## src/hdl/e2q_pkg.sv

```systemverilog
// Package for the Euler-angle to quaternion core: formats, CORDIC constants
// and the arctangent table. No dependencies.
package e2q_pkg;

  localparam int OUT_FRAC_BITS_DEF = 14;
  localparam int CORDIC_STEPS = 16;
  localparam int CORDIC_X0 = 19898;
  localparam int HALF_TURN = 23040;
  localparam int QUARTER_TURN = 11520;
  localparam int SQRT_STEPS = 32;

  typedef logic signed [17:0] trig_t;
  typedef logic signed [24:0] zang_t;
  typedef logic signed [35:0] pair_t;
  typedef logic signed [53:0] trip_t;
  typedef logic signed [33:0] q_t;

  function automatic zang_t atan_val(input int i);
    zang_t r;
    case (i)
      0: r = 25'sd1474560;
      1: r = 25'sd870484;
      2: r = 25'sd459940;
      3: r = 25'sd233473;
      4: r = 25'sd117189;
      5: r = 25'sd58653;
      6: r = 25'sd29333;
      7: r = 25'sd14667;
      8: r = 25'sd7334;
      9: r = 25'sd3667;
      10: r = 25'sd1833;
      11: r = 25'sd917;
      12: r = 25'sd458;
      13: r = 25'sd229;
      14: r = 25'sd115;
      15: r = 25'sd57;
      default: r = '0;
    endcase
    return r;
  endfunction

endpackage

```

## src/hdl/e2q_cordic.sv

```systemverilog
// Half-angle wrap/fold and pipelined 16-step CORDIC giving cos and sin.
// Depends on e2q_pkg.
module e2q_cordic import e2q_pkg::*; (
  input  logic               clk,
  input  logic               en,
  input  logic signed [15:0] angle_i,
  output trig_t              cos_o,
  output trig_t              sin_o
);

  logic signed [16:0] a_w;
  logic               neg_w;
  trig_t x_r [0:CORDIC_STEPS];
  trig_t y_r [0:CORDIC_STEPS];
  zang_t z_r [0:CORDIC_STEPS];
  logic  neg_r [0:CORDIC_STEPS];

  always_comb begin
    a_w = 17'(angle_i);
    neg_w = 1'b0;
    if (a_w >= 17'(HALF_TURN)) begin
      a_w = a_w - 17'(2 * HALF_TURN);
    end
    if (a_w < -17'(HALF_TURN)) begin
      a_w = a_w + 17'(2 * HALF_TURN);
    end
    if (a_w > 17'(QUARTER_TURN)) begin
      a_w = a_w - 17'(HALF_TURN);
      neg_w = 1'b1;
    end else if (a_w < -17'(QUARTER_TURN)) begin
      a_w = a_w + 17'(HALF_TURN);
      neg_w = 1'b1;
    end
  end

  always_ff @(posedge clk) begin
    if (en) begin
      x_r[0] <= trig_t'(CORDIC_X0);
      y_r[0] <= '0;
      z_r[0] <= zang_t'(a_w) <<< 8;
      neg_r[0] <= neg_w;
    end
  end

  for (genvar i = 0; i < CORDIC_STEPS; i++) begin : g_step
    always_ff @(posedge clk) begin
      if (en) begin
        neg_r[i+1] <= neg_r[i];
        if (z_r[i] >= 0) begin
          x_r[i+1] <= x_r[i] - (y_r[i] >>> i);
          y_r[i+1] <= y_r[i] + (x_r[i] >>> i);
          z_r[i+1] <= z_r[i] - atan_val(i);
        end else begin
          x_r[i+1] <= x_r[i] + (y_r[i] >>> i);
          y_r[i+1] <= y_r[i] - (x_r[i] >>> i);
          z_r[i+1] <= z_r[i] + atan_val(i);
        end
      end
    end
  end

  always_ff @(posedge clk) begin
    if (en) begin
      cos_o <= neg_r[CORDIC_STEPS] ? -x_r[CORDIC_STEPS] : x_r[CORDIC_STEPS];
      sin_o <= neg_r[CORDIC_STEPS] ? -y_r[CORDIC_STEPS] : y_r[CORDIC_STEPS];
    end
  end

endmodule

```

## config.mk

```make
export PLATFORM = sky130hd
export DESIGN_NAME = e2q_cordic
export DESIGN_NICKNAME = d
export VERILOG_FILES = /design/src/hdl/e2q_pkg.sv /design/src/hdl/e2q_cordic.sv
export SDC_FILE = /design/constraint.sdc
export NUM_CORES = 2
export LEC_CHECK = 0
export BUFFER_PORTS_ARGS = -buffer_cell sky130_fd_sc_hd__buf_2
export CORE_MARGIN = 4
export CORE_UTILIZATION = 30
export DETAILED_ROUTE_END_ITERATION = 7
export RECOVER_POWER = 100
export SYNTH_ARGS = -nofsm -noshare
export SYNTH_HDL_FRONTEND = slang
export SYNTH_SLANG_ARGS = --single-unit
```

## constraint.sdc

```tcl
create_clock -name clk -period 7.1 [get_ports clk]
set_input_delay 1.065 -clock clk [delete_from_list [all_inputs] [get_ports clk]]
set_output_delay 1.065 -clock clk [all_outputs]
set_load 0.05 [all_outputs]
```

==> results.json <==
{
  "synth_warnings": 0,
  "setup.worst_path.class": "input pin to register",
  "dpl.cell_count": 9730,
  "final_cell_mix": "edfxtp_1 (923), ha_1 (874), xnor2_1 (671)",
  "cp.arrival_ps": 6350,
  "rows": 175,
  "cts_resized": 0,
  "cts_made_buffers": 107,
  "clock-root-buffer": "clkbuf_16",
  "design.portCount": 54,
  "avgSynthCellArea_um2": 10.31,
  "antenna_found_initial": 1,
  "drtPass1Iterations": 5,
  "path_clk_slew_ps": 70,
  "synth_area_leaders": "edfxtp_1 (40%), ha_1 (16%), xnor2_1 (8.5%), a21oi_1 (4.5%), xor2_1 (3.3%)",
  "synth_top_family_by_area": "adder cells",
  "synth_top_area_share_pct": 40.13,
  "ctsHoldBuffers": 0,
  "synthXorXnorAreaFrac_pct": 11.81,
  "dieArea_um2": 237900,
  "maxSlewViolCount": 731,
  "htreeDepth": 3,
  "num_vias": 49652,
  "worstSetupEndpointType": "register",
  "io_buffers": 53,
  "final_common_cell": "edfxtp_1",
  "synth_mux_area_share_pct": 0.6432,
  "gp_congestion": 0.8690,
  "wl_um": 150200,
  "stdcell_count": 9927,
  "start_util_pct": 30.27,
  "synth_area_leader_cell": "edfxtp_1",
  "synth_nets": 7636,
  "rsz0062_at_grt": "no",
  "final_layout_size_suffix_gt1_share_pct": 3.686,
  "period_needed_ps": 5830,
  "critPathRequiredTime_ps": 7620,
  "fp.coreArea_um2": 228200,
  "post_cts_buffers": 0,
  "worstSetupStartpointType": "input pin",
  "worst_pin_slew_ps": 4016,
  "place.detailed.hpwl_um": 116500,
  "failed_checks": "max-capacitance violations, max-slew violations",
  "via_per_inst": 5.002,
  "final_nets": 7765,
  "wl_per_cell_um": 15.13,
  "setup_tns_ps": 0,
  "synth-adder-area-share_pct": 17.08,
  "clockBufferDepth": 3,
  "skew_ps": 57.85,
  "drc": 0,
  "min_path_type": "register to register",
  "cts_sinks": 923,
  "ant_nets": 0,
  "outcome": "complete, but fails checks",
  "crit_fanout": 76,
  "async_reset_ff_share_pct": 0,
  "maxCapViolations": 15,
  "grt.overflow.total": 0,
  "yosys.area_share.simple_pct": 11.13,
  "fin_crit_sh_pct": 82.12,
  "die_y_um": 487.8,
  "synth-compound-area-share_pct": 16.62,
  "grt_max_degree": 154,
  "grt_usage_pct": 12.36,
  "grt_pass1_vias": 49460,
  "ys.flop_type": "edfxtp_1",
  "cts_tree": "done",
  "antenna_cells": 0,
  "ys_seq_elements": 923,
  "syn_inst": 6701,
  "fmax_mhz": 171.5,
  "setup_violations": 0,
  "area_delta_synth_final_pct": 10.77,
  "ys_seq_area_share_pct": 40.13,
  "synth_edf_count": 923,
  "clk_latency_ps": 760,
  "hold_viol_final": 0,
  "die_w_um": 487.8,
  "grt_pass1_wl_um": 246000,
  "synth_area_um2": 69060,
  "synth_cell_types": 87,
  "max_slew_margin_pct": -167.7,
  "first_iter_violations": 2624
}
## layout make-up
type,count,area (um2)
multi-input cells,5307,39530
well taps,3009,3765
fillers,22873,151700
clock inverters,71,807.0
clock buffers,126,2770
repair buffers,94,422.9
flip-flops and latches,923,27720
inverters,397,1490
## Yosys cell counts, types with 76 or more instances
cell type and number:
a211oi_1 80, a21o_1 191, a21oi_1 622, edfxtp_1 923, ha_1 874, inv_1 390, nand2_1 354, nand2b_1 106
nand3_1 137, nor2_1 459, nor3_1 170, o21a_1 97, o21ai_0 365, or3_1 76, xnor2_1 671, xor2_1 260
## state kept, by name, indices dropped and copies added (netlist names)
name / flops
cos_o: 18
sin_o: 18
y_r: 271
x_r: 261
z_r: 338
neg_r: 17
## per-stage QoR
| stage | cell area, um2 | utilization, % | hold WS [ps] | worst slack, ps |
|---|---|---|---|---|
| after global placement | 73130 | 32.05 | 401.7 | 1298 |
| after global routing | 76500 | 33.53 | 412.2 | 813.7 |
| after floorplan | 69060 | - | 400.3 | 1957 |
| final | 76500 | 33.53 | 407.3 | 1270 |
| after detailed placement | 73130 | 32.05 | 404.5 | 1241 |
| after CTS | 76710 | 33.62 | 404.7 | 2078 |
## per-layer routing
| layer | wire length (um) | part of all wire [%] | global-route usage [%] | vias up |
|---|---|---|---|---|
| li1 | - | - | - | 25100 |
| met1 | 63960 | 43 | 14.34 | 23450 |
| met2 | 75870 | 50 | 22.92 | 811 |
| met3 | 4653 | 3.1 | 1.520 | 291 |
| met4 | 5756 | 3.8 | 4.930 | 0 |
| met5 | 0 | 0 | 0 | - |
## critical path: stages
cell and delay [ps]:
buf_8 410, nand2_1 570, inv_1 150, clkbuf_1 1010, nor2_1 110, xor2_1 200
ha_1 330, inv_1 90, o21ai_0 130, a2111oi_0 670, o31a_1 310, a211oi_1 100
a2111oi_0 630, a21oi_1 150, nor2_1 140, xnor2_1 80
## path summary, 6_finish.rpt
| kind | startpoint | endpoint | slack [ps] | depth (start not counted) |
|---|---|---|---|---|
| worst max-delay path | en | x_r[4][17]$_DFFE_PP_ | 1270 | 16 |
| worst min-delay path | neg_r[10]$_DFFE_PP_ | neg_r[11]$_DFFE_PP_ | 410 | 0 |
| worst max register to register | z_r[10][24]$_DFFE_PP_ | y_r[11][16]$_DFFE_PP_ | 1780 | 13 |
| worst min register to register | neg_r[10]$_DFFE_PP_ | neg_r[11]$_DFFE_PP_ | 410 | 0 |
## cells by family after synthesis
| family | Yosys count |
|---|---|
| other | 1 |
| xor gates and xnor gates | 931 |
| adders and majority gates | 917 |
| DFF | 923 |
| muxes | 42 |
| and+or+nand+nor | 1603 |
| AOI/OAI and AO/OA | 1813 |
| buffers and inverters | 471 |
Power is not shown: default switching activity piles up to over one toggle a cycle in this logic, so the estimate is an artifact.
