[src/hdl/e2q_pkg.sv]
// Package for the Euler-angle to quaternion core: formats, CORDIC constants
// and the arctangent table. No dependencies.
package e2q_pkg;

  localparam int OUT_FRAC_BITS_DEF = 14;
  localparam int CORDIC_STEPS = 16;
  localparam int CORDIC_X0 = 19898;
  localparam int HALF_TURN = 23040;
  localparam int QUARTER_TURN = 11520;
  localparam int SQRT_STEPS = 32;

  typedef logic signed [17:0] trig_t;
  typedef logic signed [24:0] zang_t;
  typedef logic signed [35:0] pair_t;
  typedef logic signed [53:0] trip_t;
  typedef logic signed [33:0] q_t;

  function automatic zang_t atan_val(input int i);
    zang_t r;
    case (i)
      0: r = 25'sd1474560;
      1: r = 25'sd870484;
      2: r = 25'sd459940;
      3: r = 25'sd233473;
      4: r = 25'sd117189;
      5: r = 25'sd58653;
      6: r = 25'sd29333;
      7: r = 25'sd14667;
      8: r = 25'sd7334;
      9: r = 25'sd3667;
      10: r = 25'sd1833;
      11: r = 25'sd917;
      12: r = 25'sd458;
      13: r = 25'sd229;
      14: r = 25'sd115;
      15: r = 25'sd57;
      default: r = '0;
    endcase
    return r;
  endfunction

endpackage

[src/hdl/e2q_div.sv]
// One normalization lane: pipelined restoring division of |part| by the norm,
// rounding, saturation and sign. Depends on e2q_pkg.
module e2q_div import e2q_pkg::*; #(
  parameter int OUT_FRAC_BITS = OUT_FRAC_BITS_DEF
) (
  input  logic        clk,
  input  logic        en,
  input  q_t          part_i,
  input  logic [31:0] norm_i,
  output logic [15:0] quat_o
);

  localparam int QW = OUT_FRAC_BITS + 2;
  localparam int NUMW = 34 + OUT_FRAC_BITS;
  localparam int VW = (QW + 1 > 17) ? QW + 1 : 17;

  logic [33:0]     mag_w;
  logic [NUMW-1:0] num_w;

  logic [31:0]   rem_r  [0:QW];
  logic [QW-1:0] quo_r  [0:QW];
  logic [QW-1:0] lo_r   [0:QW];
  logic [31:0]   norm_r [0:QW];
  logic          ovf_r  [0:QW];
  logic          zero_r [0:QW];
  logic          neg_r  [0:QW];

  logic [QW-1:0]          qs_w;
  logic signed [VW-1:0]   v_w;
  logic [15:0]            res_w;

  always_comb begin
    mag_w = part_i[33] ? 34'(-part_i) : 34'(part_i);
    num_w = (NUMW'(mag_w) << OUT_FRAC_BITS) + NUMW'(norm_i >> 1);
  end

  always_ff @(posedge clk) begin
    if (en) begin
      rem_r[0]  <= num_w[NUMW-1:QW];
      lo_r[0]   <= num_w[QW-1:0];
      quo_r[0]  <= '0;
      norm_r[0] <= norm_i;
      ovf_r[0]  <= num_w[NUMW-1:QW] >= norm_i;
      zero_r[0] <= norm_i == '0;
      neg_r[0]  <= part_i[33];
    end
  end

  for (genvar k = 0; k < QW; k++) begin : g_div
    logic [32:0] t_w;
    logic        ge_w;
    always_comb begin
      t_w = {rem_r[k], lo_r[k][QW-1-k]};
      ge_w = t_w >= {1'b0, norm_r[k]};
    end
    always_ff @(posedge clk) begin
      if (en) begin
        rem_r[k+1]  <= ge_w ? 32'(t_w - {1'b0, norm_r[k]}) : t_w[31:0];
        quo_r[k+1]  <= {quo_r[k][QW-2:0], ge_w};
        lo_r[k+1]   <= lo_r[k];
        norm_r[k+1] <= norm_r[k];
        ovf_r[k+1]  <= ovf_r[k];
        zero_r[k+1] <= zero_r[k];
        neg_r[k+1]  <= neg_r[k];
      end
    end
  end

  always_comb begin
    qs_w = quo_r[QW];
    if (ovf_r[QW] || (quo_r[QW] > (QW'(1) << OUT_FRAC_BITS))) begin
      qs_w = QW'(1) << OUT_FRAC_BITS;
    end
    v_w = neg_r[QW] ? -$signed(VW'(qs_w)) : $signed(VW'(qs_w));
    if (v_w > $signed(VW'(32767))) begin
      res_w = 16'h7fff;
    end else if (v_w < -$signed(VW'(32768))) begin
      res_w = 16'h8000;
    end else begin
      res_w = v_w[15:0];
    end
    if (zero_r[QW]) begin
      res_w = '0;
    end
  end

  always_ff @(posedge clk) begin
    if (en) begin
      quat_o <= res_w;
    end
  end

endmodule

[config.mk]
export PLATFORM = sky130hd
export DESIGN_NAME = e2q_div
export DESIGN_NICKNAME = d
export VERILOG_FILES = /design/src/hdl/e2q_pkg.sv /design/src/hdl/e2q_div.sv
export SDC_FILE = /design/constraint.sdc
export NUM_CORES = 2
export LEC_CHECK = 0
export BUFFER_PORTS_ARGS = -buffer_cell sky130_fd_sc_hd__buf_4
export CAP_MARGIN = 40
export CORE_ASPECT_RATIO = 1.1
export CORE_MARGIN = 2
export CORE_UTILIZATION = 35
export CTS_BUF_LIST = sky130_fd_sc_hd__clkbuf_4 sky130_fd_sc_hd__clkbuf_8 sky130_fd_sc_hd__clkbuf_16
export CTS_CLUSTER_SIZE = 20
export DETAILED_ROUTE_END_ITERATION = 10
export PLACE_DENSITY = 0.55
export SYNTH_ARGS = -nofsm -noshare
export SYNTH_HDL_FRONTEND = slang
export SYNTH_SLANG_ARGS = --single-unit
[constraint.sdc]
create_clock -name clk -period 8.31 [get_ports clk]
set_input_delay 2.0775 -clock clk [delete_from_list [all_inputs] [get_ports clk]]
set_output_delay 2.0775 -clock clk [all_outputs]
set_load 0.02 [all_outputs]
==> results.json <==
{
  "area_growth_pct": 12.3,
  "post_dp_cell_area_mm2": 0.0746,
  "grt-ovfl-total": 0,
  "first_iter_violations": 2519,
  "grt_pass1_vias": 48841,
  "tns_ns": 0,
  "p_per_area_mw_per_mm2": 377,
  "dpl.hpwl_um": 135000,
  "crit_path_end_kind": "register",
  "die_y_um": 475,
  "post-cts-setup-buffer-count": 0,
  "place_congestion": 0.903,
  "swShare_pct": 37.7,
  "finalHoldViolations": 0,
  "antenna_found_initial": 2,
  "cts-buffers-inserted": 145,
  "worstMarginPinSlew_ns": 1.28,
  "switchingPower_mw": 11.3,
  "syn_area_per_cell_um2": 11.0,
  "fillers": 19184,
  "yosysTopAreaCellShare_pct": 52.3,
  "cts_max_level": 4,
  "critPathKind": "primary input to register",
  "slew_viol_final": 0,
  "combPwrFrac_pct": 44.8,
  "nets": 7202,
  "regArea_mm2": 0.0369,
  "rsz0062_at_grt": "false",
  "cap_violations": 0,
  "synth_nets": 7064,
  "synth_area_leaders": "edfxtp_1 52%, ha_1 10%, inv_1 3.6%",
  "final_cell_count_no_fill": 9282,
  "hold_path_class": "register to register",
  "clkSinkCount": 1230,
  "arrival_ns": 7.55,
  "cp-start-kind": "primary input",
  "num_vias": 47803,
  "outcome": "complete, no violations",
  "wl_um": 174000,
  "core_mm2": 0.200,
  "cts_buffer_depth": 3,
  "skew_ns": 0.0323,
  "clkLatencyLatePin_ns": 0.78,
  "period_needed_ns": 7.04,
  "post-route-cell-area_mm2": 0.0793,
  "ys_top_cells_by_count": "1230 x edfxtp_1, 675 x inv_1, 564 x ha_1, 504 x nand2_1, 477 x a21oi_1",
  "synthDistinctLibCells": 81,
  "pwr-share-clk_pct": 21.3,
  "grt_pass1_wl_um": 271000,
  "drt_pre_antenna_iters": 6,
  "synth_cells": 6416,
  "start_util_pct": 35.3,
  "yosysTopAreaCell": "edfxtp_1",
  "seq_area_frac_synth_pct": 52.3,
  "die_x_um": 432,
  "async_flop_share_pct": 0,
  "r2r_start": "rem_r[0][256]",
  "cts_resized": 0,
  "cp_max_fo": 7,
  "synth_edf_count": 1230,
  "rows": 172,
  "slew_headroom_pct": 14.5,
  "multi_input_area_mm2": 0.0307,
  "holdCritStartpoint": "quo_r[0][50]",
  "ant_nets": 0,
  "drc": 0,
  "avgViaCountPerCell": 5.15,
  "track_usage_pct": 16.9,
  "period_share_pct": 84.7,
  "place_inst": 9017,
  "cts-root-buf": "clkbuf_16",
  "r2r_setup_slack_ns": 3.52,
  "grt_start_max_net_pins": 204,
  "worst_ep_required_time_ns": 8.82,
  "cts.clk_slew.worst_paths_ns": 0.06,
  "routedWlPerCell_um": 18.8,
  "synth_ff_type": "edfxtp_1",
  "numPortBuffers": 83,
  "dieArea_mm2": 0.206,
  "cts_tree": "built",
  "cts_hold_buf": 0,
  "ys.warnings.count": 0,
  "drive_above_1_share_pct": 7.99,
  "ir_drop_uv": 184,
  "max_freq_ghz": 0.142,
  "seqPwrFrac_pct": 33.9,
  "synth-seq-cells": 1230,
  "leakagePower_nw": 32.3,
  "yosysMostFrequentCell": "edfxtp_1",
  "p_int_mw": 18.7,
  "io_pins": 84,
  "setup_violations": 0,
  "synth_area_mm2": 0.0707,
  "worstSetupStartpoint": "part_i[4]"
}
==> state kept, by name, summed over array words and instances (netlist names) <==
register	count
lo_r	227
neg_r	17
norm_r	288
ovf_r	17
quat_o	16
quo_r	136
rem_r	512
zero_r	17
==> per-stage QoR <==
stage / hold slack (ns) / utilization (%) / worst slack [ns] / power [mW]
2_1_floorplan: 0.400 / - / 1.05 / 19.9
3_3_place_gp: 0.400 / 37.2 / 0.421 / 23.4
3_5_place_dp: 0.405 / 37.3 / 0.577 / 23.6
4_1_cts: 0.394 / 39.6 / 1.38 / 30.2
5_1_grt: 0.393 / 39.6 / 0.753 / 32.1
6_report: 0.403 / 39.6 / 1.27 / 29.9
==> layout by cell type, fill, tap and decap left out, types with 13 or more instances in the layout <==
master and n:
edfxtp_1 1230, inv_1 675, ha_1 564, nand2_1 504, a21oi_1 476, o21ai_0 475
nor2_1 347, a21o_1 269, xnor2_1 266, xor2_1 197, clkbuf_16 151, mux2_2 126
buf_4 113, nand3_1 91, nand4_1 87, nand2b_1 85, nor3_1 79, nor2b_1 73
o21a_1 70, o21bai_1 55, a31oi_1 51, o31ai_1 48, a211oi_1 46, and3_1 45
nor4_1 39, or3_1 27, clkinv_1 27, clkinv_2 25, and2_1 23, clkbuf_4 23
o211ai_1 22, a21boi_0 20, or2_2 17, or4_1 16, o41ai_1 16, mux2i_1 16
nand3b_1 16, fa_1 16, a221oi_1 15, and4_1 13
==> layer usage <==
metal  up-vias  part of all wire (%)  GRT usage [%]
met1     22866                    38           17.3
met5         -                     0              0
met2       822                    54           32.9
met3       364                   2.9           2.22
met4         0                   5.3           9.06
li1      23751                     -              -
==> worst paths after layout <==
| kind | endpoint | cells after the start |
|---|---|---|
| max reg2reg | rem_r[0][311] | 14 |
| min reg2reg | quo_r[0][67] | 0 |
| min | quo_r[0][67] | 0 |
| max | ovf_r[0][0] | 27 |
==> logic make-up after synthesis <==
group                      after synthesis  share of synthesized area, %
xor gates and xnor gates               463                          5.74
muxes                                  142                          2.23
DFF                                   1230                          52.3
buffers and inverters                  814                          4.36
AOI/OAI and AO/OA                     1698                          14.9
and+or+nand+nor                       1489                          10.0
adders and majority gates              580                          10.4
==> worst max-delay path, cell delays in order <==
cell and delay (ns):
buf_4 0.12, or3_1 0.39, or3_1 0.49, o31ai_1 0.31, xnor2_1 0.18, ha_1 0.32
a21oi_1 0.15, a21boi_0 0.11, a2111oi_0 0.46, o21bai_1 0.14, a21oi_1 0.23, o21a_1 0.20
o21a_1 0.15, nor3_1 0.06, xnor2_1 0.26, ha_1 0.30, a21o_1 0.18, a21o_1 0.17
a21o_1 0.17, a21oi_1 0.14, nor2b_1 0.06, o21ai_0 0.14, nand2b_1 0.07, a21oi_1 0.14
o31ai_1 0.11, a221oi_1 0.29, o21ai_0 0.11
==> power groups by stage <==
stage	logic, mW	clock network [mW]	registers [mW]
2_1_floorplan	10.1	0	9.85
3_3_place_gp	13.2	0	10.3
3_5_place_dp	13.4	0	10.3
4_1_cts	13.4	6.55	10.2
5_1_grt	15.0	6.79	10.3
6_report	13.4	6.36	10.2
==> area by class of cell <==
| cell class | count | area share [%] |
|---|---|---|
| Multi-Input combinational cell | 4372 | 38.7 |
| Sequential cell | 1230 | 46.6 |
| Antenna cell | 5 | 0.0158 |
| Inverter | 675 | 3.19 |
| Tap cell | 2610 | 4.12 |
| Clock inverter | 86 | 1.04 |
| Timing Repair Buffer | 130 | 1.36 |
| Clock buffer | 174 | 4.98 |
Power figures use the tool's default switching activity.
